--- src/hw/rtl/fqd_pkg.sv ---
`timescale 1ns / 1ps
`default_nettype none

package fqd_pkg;

  localparam int unsigned KindW   = 2;
  localparam int unsigned StatusW = 2;
  localparam int unsigned HandleW = 32;
  localparam int unsigned CountW  = 5;

  localparam logic [KindW-1:0] KIND_ENQ = 2'd0;
  localparam logic [KindW-1:0] KIND_DEQ = 2'd1;
  localparam logic [KindW-1:0] KIND_DEL = 2'd2;

  localparam logic [StatusW-1:0] ST_OK        = 2'd0;
  localparam logic [StatusW-1:0] ST_EMPTY     = 2'd1;
  localparam logic [StatusW-1:0] ST_NOT_FOUND = 2'd2;
  localparam logic [StatusW-1:0] ST_FULL      = 2'd3;

  // Operation strobes broadcast to every cell of the row.
  typedef struct packed {
    logic enq;
    logic deq;
    logic del;
  } cell_ctrl_t;

endpackage

`default_nettype wire

--- src/hw/rtl/fqd_cell.sv ---
`timescale 1ns / 1ps
`default_nettype none

module fqd_cell #(
  parameter int unsigned W = 32
) (
  input  wire logic               clk_i,
  input  wire logic               rst_ni,
  input  wire fqd_pkg::cell_ctrl_t ctrl_i,
  input  wire logic [W-1:0]       key_i,
  input  wire logic               prev_valid_i,
  input  wire logic               next_valid_i,
  input  wire logic [W-1:0]       next_data_i,
  input  wire logic               seen_i,
  output logic                    valid_o,
  output logic [W-1:0]            data_o,
  output logic                    seen_o
);

  logic         valid_q, valid_d;
  logic [W-1:0] data_q, data_d;
  logic         match;
  logic         shift;
  logic         load;

  assign match  = valid_q && (data_q == key_i);
  // A match here or in any older cell means this cell takes its younger neighbor.
  assign seen_o = seen_i | match;
  assign shift  = ctrl_i.deq | (ctrl_i.del & seen_o);
  // The first free cell is the tail slot for an enqueue.
  assign load   = ctrl_i.enq & ~valid_q & prev_valid_i;

  always_comb begin
    valid_d = valid_q;
    data_d  = data_q;
    if (shift) begin
      valid_d = next_valid_i;
      data_d  = next_data_i;
    end else if (load) begin
      valid_d = 1'b1;
      data_d  = key_i;
    end
  end

  always_ff @(posedge clk_i or negedge rst_ni) begin
    if (!rst_ni) begin
      valid_q <= 1'b0;
    end else begin
      valid_q <= valid_d;
    end
  end

  always_ff @(posedge clk_i) begin
    data_q <= data_d;
  end

  assign valid_o = valid_q;
  assign data_o  = data_q;

endmodule

`default_nettype wire

--- src/hw/rtl/fifo_queue_with_delete.sv ---
`timescale 1ns / 1ps
`default_nettype none

// Queue of handles held in a row of DEPTH cells, head in cell 0. Every
// operation (enqueue, dequeue, delete of the oldest equal handle) is applied
// to the row: all cells compare against the handle at once, the match flag
// ripples from the head toward the tail, and each cell at or behind the
// removed entry takes its younger neighbor in the same edge. The result is
// registered and appears in the cycle after the item is accepted; a new item is
// taken in every cycle in which the result register is empty or being read.

module fifo_queue_with_delete #(
  parameter int unsigned DEPTH        = 16,
  parameter int unsigned HANDLE_WIDTH = 32
) (
  input  wire logic                          clk_i,
  input  wire logic                          rst_ni,
  input  wire logic                          in_valid_i,
  output logic                               in_ready_o,
  input  wire logic [fqd_pkg::KindW-1:0]     kind_i,
  input  wire logic [fqd_pkg::HandleW-1:0]   handle_i,
  output logic                               out_valid_o,
  input  wire logic                          out_ready_i,
  output logic [fqd_pkg::StatusW-1:0]        status_o,
  output logic [fqd_pkg::HandleW-1:0]        out_handle_o,
  output logic [fqd_pkg::CountW-1:0]         entry_count_o,
  output logic                               is_empty_o
);

  localparam int unsigned StoreW = (HANDLE_WIDTH < fqd_pkg::HandleW) ? HANDLE_WIDTH
                                                                     : fqd_pkg::HandleW;
  localparam int unsigned CntW   = $clog2(DEPTH + 1);

  fqd_pkg::cell_ctrl_t ctrl;
  logic [StoreW-1:0]   key;
  logic [DEPTH-1:0]    cell_valid;
  logic [StoreW-1:0]   cell_data [DEPTH];
  logic [DEPTH:0]      seen;
  logic                in_fire;
  logic                full;
  logic                empty;

  logic [CntW-1:0]                 count_q, count_d;
  logic                            out_valid_q;
  logic [fqd_pkg::StatusW-1:0]     status_q, status_d;
  logic [fqd_pkg::HandleW-1:0]     handle_q, handle_d;
  logic [31:0]                     count_wide;

  assign key     = handle_i[StoreW-1:0];
  assign seen[0] = 1'b0;
  assign in_ready_o = ~out_valid_q | out_ready_i;
  assign in_fire    = in_valid_i & in_ready_o;
  assign full       = (count_q == CntW'(DEPTH));
  assign empty      = (count_q == '0);

  for (genvar i = 0; i < DEPTH; i++) begin : g_cell
    logic              prev_v;
    logic              next_v;
    logic [StoreW-1:0] next_d;
    if (i == 0) begin : g_head
      assign prev_v = 1'b1;
    end else begin : g_body
      assign prev_v = cell_valid[i-1];
    end
    if (i == DEPTH - 1) begin : g_tail
      assign next_v = 1'b0;
      assign next_d = '0;
    end else begin : g_inner
      assign next_v = cell_valid[i+1];
      assign next_d = cell_data[i+1];
    end

    fqd_cell #(
      .W(StoreW)
    ) u_cell (
      .clk_i       (clk_i),
      .rst_ni      (rst_ni),
      .ctrl_i      (ctrl),
      .key_i       (key),
      .prev_valid_i(prev_v),
      .next_valid_i(next_v),
      .next_data_i (next_d),
      .seen_i      (seen[i]),
      .valid_o     (cell_valid[i]),
      .data_o      (cell_data[i]),
      .seen_o      (seen[i+1])
    );
  end

  always_comb begin
    ctrl     = '0;
    status_d = fqd_pkg::ST_OK;
    handle_d = '0;
    count_d  = count_q;
    if (in_fire) begin
      unique case (kind_i)
        fqd_pkg::KIND_ENQ: begin
          if (full) begin
            status_d = fqd_pkg::ST_FULL;
          end else begin
            ctrl.enq = 1'b1;
            count_d  = count_q + CntW'(1);
          end
        end
        fqd_pkg::KIND_DEQ: begin
          if (empty) begin
            status_d = fqd_pkg::ST_EMPTY;
          end else begin
            ctrl.deq = 1'b1;
            handle_d = fqd_pkg::HandleW'(cell_data[0]);
            count_d  = count_q - CntW'(1);
          end
        end
        fqd_pkg::KIND_DEL: begin
          if (empty) begin
            status_d = fqd_pkg::ST_EMPTY;
          end else if (!seen[DEPTH]) begin
            status_d = fqd_pkg::ST_NOT_FOUND;
          end else begin
            ctrl.del = 1'b1;
            count_d  = count_q - CntW'(1);
          end
        end
        default: begin
          // Unused operation code: nothing changes.
        end
      endcase
    end
  end

  always_ff @(posedge clk_i or negedge rst_ni) begin
    if (!rst_ni) begin
      count_q     <= '0;
      out_valid_q <= 1'b0;
    end else begin
      count_q <= count_d;
      if (in_fire) begin
        out_valid_q <= 1'b1;
      end else if (out_ready_i) begin
        out_valid_q <= 1'b0;
      end
    end
  end

  always_ff @(posedge clk_i) begin
    if (in_fire) begin
      status_q <= status_d;
      handle_q <= handle_d;
    end
  end

  // The result shows the count after the operation, which is count_q once loaded.
  logic [CntW-1:0] count_res_q;
  logic            empty_res_q;

  always_ff @(posedge clk_i) begin
    if (in_fire) begin
      count_res_q <= count_d;
      empty_res_q <= (count_d == '0);
    end
  end

  assign count_wide    = 32'(count_res_q);
  assign out_valid_o   = out_valid_q;
  assign status_o      = status_q;
  assign out_handle_o  = handle_q;
  assign entry_count_o = count_wide[fqd_pkg::CountW-1:0];
  assign is_empty_o    = empty_res_q;

endmodule

`default_nettype wire

--- config.mk ---
export PLATFORM = sky130hd
export DESIGN_NAME = fifo_queue_with_delete
export DESIGN_NICKNAME = d
export VERILOG_FILES = /design/src/hw/rtl/fqd_pkg.sv /design/src/hw/rtl/fqd_cell.sv /design/src/hw/rtl/fifo_queue_with_delete.sv
export SDC_FILE = /design/constraint.sdc
export NUM_CORES = 2
export LEC_CHECK = 0
export BUFFER_PORTS_ARGS = -buffer_cell sky130_fd_sc_hd__buf_2
export CELL_PAD_IN_SITES_DETAIL_PLACEMENT = 0
export CELL_PAD_IN_SITES_GLOBAL_PLACEMENT = 1
export CORE_MARGIN = 1
export CORE_UTILIZATION = 30
export DETAILED_ROUTE_END_ITERATION = 8
export PLACE_DENSITY = 0.56
export SYNTH_ARGS = -nofsm -noshare
export SYNTH_HDL_FRONTEND = slang
export SYNTH_SLANG_ARGS = --single-unit
--- constraint.sdc ---
create_clock -name clk_i -period 10 [get_ports clk_i]
set_input_delay 0.5 -clock clk_i [delete_from_list [all_inputs] [get_ports clk_i]]
set_output_delay 0.5 -clock clk_i [all_outputs]
set_load 0.02 [all_outputs]
[Word-level counts from Yosys, hierarchy flattened]
Index checks and enable logic that the tools add are counted.
Word-level totals
  register bits after elaboration: 574
  bits of input ports: 38
  output and inout bits: 42
  word-level logic and storage cells: 277
Operators by class
  add/sub/neg operators: 2
  equality and inequality tests: 19
  multiplexer cells: 83
  bitwise operators: 98
  reduce and logical (&&, ||, !) cells: 37
Operator list (count)
  $mux 32: 30
  $eq 32x32->1: 16
  $and 1x1->1: 48
  $mux 1: 42
  $reduce_bool 2->1: 17
  $or 1x1->1: 32
  $mux 5: 5
  $not 1->1: 18
  $logic_and 1x1->1: 16
  $pmux 5 s3: 1
  $logic_not 5->1: 2
  $mux 2: 3
  $pmux 2 s3: 1
  $add 5x1->5 const B: 1
  $eq 5x5->1 const B: 1
  $sub 5x1->5 const B: 1
  $mux 3: 1
  $eq 2x1->1 const B: 1
  $eq 2x2->1 const B: 1
  $logic_not 2->1: 1
  $reduce_or 2->1: 1

[Depth between registers and ports, before layout]
  depth in word-level cells: 25
  mapped depth: 16
  gate-level depth less buffers: 12

[Cells and area by module]
Synthesis repeated with hierarchy kept, for this count alone.
Second synthesis, totals
  cells, all modules: 5310
  area, all modules: 47194.0 um^2
By module, submodules not included
  fqd_cell: instances 16, cells an instance 322, area each 2820.2 um^2, seq. area each 985.9 um^2
  fifo_queue_with_delete: instances 1, cells an instance 158, area each 2070.7 um^2, seq. area each 1351.3 um^2

[Worst setup path before layout]
OpenSTA, ideal clock, no wires.
  kind: input to register
  from: in out_ready_i
  to: reg g_cell[14].u_cell.data_q[0] (enable)
  library setup time: 0.658 ns
  arrival time: 4.146 ns
  required time: 9.342 ns
  slack: 5.196 ns
  stages: 8
  buffers on the path: 1
  cells stage by stage: nand2b_1 > nand2_1 > clkinv_1 > nand2_1 > nand3b_2 > o21ai_4 > buf_6 > o21ai_0
On the way
  word-level cells in the longest chain between the ends: 6
  elaborated cells between the ends (all ways): 8
  classes of those cells: mux: 1; bitwise: 6; reduce/logical: 1
RTL lines
  start, declared: RTL line fifo_queue_with_delete.sv:23  | input wire logic out_ready_i,
  $or 1x1->1 (*): RTL line fifo_queue_with_delete.sv:51  | assign in_ready_o = ~out_valid_q | out_ready_i;
  $and 1x1->1 (*): RTL line fifo_queue_with_delete.sv:52  | assign in_fire = in_valid_i & in_ready_o;
  net in_fire: RTL line fifo_queue_with_delete.sv:39  | logic in_fire;
  $mux 3 (*): RTL line fifo_queue_with_delete.sv:95  | if (in_fire) begin
  $and 1x1->1 (on tied branches): RTL line fqd_cell.sv:31, fqd_cell.sv:29
  $and 1x1->1 or $or 1x1->1 (tied branches): RTL line fqd_cell.sv:31, fqd_cell.sv:29
  $reduce_bool 2->1 (no line) (*)
  end signal, assigned: RTL line fqd_cell.sv:54  | data_q <= data_d;
  end, declared: RTL line fqd_cell.sv:21  | logic [W-1:0] data_q, data_d;
Mark *: on every way through the listed nets, which the timed path passes. The rest lies on a longest branch.
A chain may end at the register's enable or synchronous reset.

[Worst setup path in the final report]
  from: in handle_i[28] (netlist name)
  to: reg g_cell[1].u_cell.data_q[17] (enable)
On the way
  word-level cells in the longest chain between the ends: 24
  elaborated cells between the ends (all ways): 54
  classes of those cells: eq/ne: 16; mux: 4; bitwise: 17; reduce/logical: 17
RTL lines
  start, declared: RTL line fifo_queue_with_delete.sv:21  | input wire logic [fqd_pkg::HandleW-1:0] handle_i,
  $eq 32x32->1: RTL line fqd_cell.sv:26  | assign match = valid_q && (data_q == key_i);
  $logic_and 1x1->1: RTL line fqd_cell.sv:26
  $or 1x1->1 (15 in a row): RTL line fqd_cell.sv:28  | assign seen_o = seen_i | match;
  $mux 1: RTL line fifo_queue_with_delete.sv:117  | end else if (!seen[DEPTH]) begin
  $mux 1: RTL line fifo_queue_with_delete.sv:115  | if (empty) begin
  $mux 1: RTL line fifo_queue_with_delete.sv:96  | unique case (kind_i)
  $mux 3: RTL line fifo_queue_with_delete.sv:95
  $and 1x1->1 (*): RTL line fqd_cell.sv:29  | assign shift = ctrl_i.deq | (ctrl_i.del & seen_o);
  $or 1x1->1 (*): RTL line fqd_cell.sv:29
  $reduce_bool 2->1 (no line) (*)
  end signal, assigned: RTL line fqd_cell.sv:54
  end, declared: RTL line fqd_cell.sv:21
Mark *: on every way between the ends. The rest lies on a longest branch, timed or not.

==> impl_results.md <==
- Largest net degree at the start of global routing: 47
- Synth warn: 0
- FFs w/ async S/R, synth: 3.83%
- Inst Count DP: 3,878
- Critical path's slowest cell: nor4_1
- Clk sinks: 574
- Clock tree buffer depth: 3
- DR pass1 iterations: 5
- Setup violators final: 0
- Initial antenna violation count: 0
- Synth unique cells: 79
- R2R Path Start: g_cell[2].u_cell.data_o[28]
- DR vias: 21,100
- Post-DP HPWL: 76,000 µm
- Initial Util: 30.3%
- H-tree depth: 3
- Syn avg cell area: 12.8 µm²
- R2R setup slack: 4990 ps
- Core ar.: 0.107 mm²
- Crit path DAT: 5750 ps
- First-pass GRT wire length: 157,000 µm
- Pre-CTS worst setup slack: 4070 ps
- Worst R2R Path Depth: 11
- Setup slack after layout: 4570 ps
- Vias per cell: 5.29
- Kind of end point of the critical path: register
- Initial DRC count: 2,044
- Simple-Gate Fraction of Synth Area: 11.1%
- FMAX: 184 MHz
- Yosys reg bits: 574
- Clock-pin slew on the worst setup and hold paths: 60 ps
- Multiplexer area fraction after synthesis: 17.0%
- Die area: 0.109 mm²
- Clk Latency, worst-skew pair: 630 ps
- Worst-path maximum fanout: 34
- CP max stage delay: 950 ps
- Post-route ant nets: 0
- Critical Path Start Type: input port
- Routed len/inst: 27.1 µm
- Worst-path cell chain: buf_2 -> buf_4 -> xor2_1 -> nor4_1 -> nand3_1 -> or4_1 -> nand4_1 -> nor4_1 -> nand4_1 -> nand3_1 -> nand2_2 -> o21bai_2 -> buf_4
- Remaining DRCs: 0
- I/O Buffers: 79
- Xor and xnor area share after synthesis: 13.7%
- Design area: 0.0362 mm²
- Total clock buffers created by CTS: 71
- Seq/Total Area, Yosys: 51.9%
- Io pins: 80
- Most frequent cells in the layout: edfxtp_1, xor2_1, mux2_2
- Synth Instances: 2,526
- RR Endpoint: g_cell[1].u_cell.data_o[17]
- Slew HR: 28.5%
- Peak supply drop: 0.103 mV
- Post-synth top flop: edfxtp_1
- Setup TNS: 0 ps
- Antenna diodes: 0
- GR Util All Layers: 19.7%
- Cell Area, Synth: 0.0324 mm²
- DP Area: 0.0340 mm²
- Gpl congestion: 0.920
- Adder-Cell Fraction of Synth Area: 0.0773%
- Final-report hold violation count: 0
- Gr ovfl total: 0
- Synth-to-Final Area Change: 11.7%
- Worst Path Required: 10,310 ps
- Critical path's top delay family: simple AND/OR/NAND/NOR gates
- Rows: 120
- Synth Area in Compound Gates: 2.45%
- CTS tree: done
- Die H: 331 µm
- Leakage: 12.1 nW
- CP bufs+invs: 3
- Max-Cap Viols: 0
- EDFF count, synth: 520
- Period utilisation layout: 54.3%
- Vias in the first global route: 21,600
- Slew @ Worst Pin: 1070 ps
- Drt total wl: 108,000 µm
- Fin nets: 2,589
- Fin Clk Skew: 26.1 ps
- CP endpoint: g_cell[1].u_cell.data_o[17]
- Max-slew violations: 0
- WS Path Type: input port to register
- Critical Path Source: handle_i[28]
- Commonest non-fill, non-tap cell in the layout: edfxtp_1
- Final cell count without fillers: 3,999
- Largest family of logic cells by synthesized area: multiplexers
- Cell Pwr Density: 181 mW/mm²
- Worst Hold Class: input port to register
- # resized after CTS: 0
- Net count after synthesis: 2,566
- Clock root cell: clkbuf_16
- Final Critical Period: 5430 ps
- Status: finished, final reports clean
- RSZ-0062 raised after global routing: no
- Hold WS: 97.3 ps
- Hold Path Origin: in_valid_i
- CP Depth: 13
- Die width: 331 µm
- Layout cells sized above 1: 22.6%
==> report_power, final <==
part	switching [mW]	internal, mW	total (mW)	leakage, nW
Sequential	0.230	2.85	3.08	5.25
Clock	1.06	1.43	2.48	1.06
Combinational	0.621	0.374	0.995	5.75
==> worst register-to-register path: stages, from the launching register on <==
cell and delay (ps):
edfxtp_1 410, xor2_1 390, nor4_1 180, nand3_1 130, or4_1 140, nand4_1 390
nor4_1 960, nand4_1 610, nand3_1 290, nand2_2 490, o21bai_2 430, buf_4 270
==> metal layers <==
layer,track usage [%],share of wire [%]
met5,0,0
met3,2.40,5.0
met2,32.3,47
met1,27.4,45
met4,4.84,2.3
==> metrics by stage <==
| stage | utilization [%] | power [mW] |
|---|---|---|
| floorplan | - | 3.71 |
| global placement | 31.7 | 4.10 |
| detailed placement | 31.7 | 4.10 |
| CTS | 33.8 | 6.59 |
| global route | 33.8 | 6.79 |
| finish | 33.8 | 6.55 |
==> registers in the layout (all words and copies together) (netlist names) <==
name	flops
g_cell.u_cell.valid_o	16
is_empty_o	1
out_handle_o	32
entry_count_o	5
status_o	2
count_q	5
out_valid_o	1
g_cell.u_cell.data_o	512
==> repair_timing <==
action / CTS / global route
hold endpoints to repair: 17 / 0
buffers inserted: 0 / 0
hold buffers: 1 / 0
==> area by class of cell <==
cell class,instances,area [µm²]
fill,10500,70900
clock inverter,29,273
inverter,14,52.6
sequential,574,16800
multi-input combinational,1739,14500
tap,1403,1760
clock buffer,91,1900
timing repair buffer,149,923
==> worst min path at each step <==
stage | end | slack, ps | depth (start not counted)
2_1_floorplan | count_q[0] | 200 | 0
3_3_place_gp | g_cell[15].u_cell.data_o[5] | 480 | 2
3_5_place_dp | g_cell[15].u_cell.data_o[28] | 480 | 2
4_1_cts | out_valid_o | 60 | 2
5_1_grt | out_valid_o | 70 | 2
6_report | out_valid_o | 100 | 2
==> synth_stat cells, types with 38 or more instances <==
cell type,number,area (µm²)
a21oi_1,50,250
buf_2,72,360
buf_4,43,323
clkbuf_1,62,233
edfxtp_1,520,15600
mux2_1,176,1980
mux2_2,259,2920
mux2_4,38,571
nand2_1,136,510
nand4_1,107,669
nor2_1,41,154
nor4_1,137,857
xnor2_1,188,1650
xor2_1,319,2790
==> cell families (layout without fill, tap and decap cells) <==
kind of cell | Yosys count | count (layout)
AOI/OAI and AO/OA | 124 | 124
buffers and inverters | 213 | 283
muxes | 477 | 477
and+or+nand+nor | 629 | 629
xor gates and xnor gates | 507 | 507
DFF | 574 | 574
adders and majority gates | 2 | 2
Note: power is estimated with default switching activity, not from simulation.
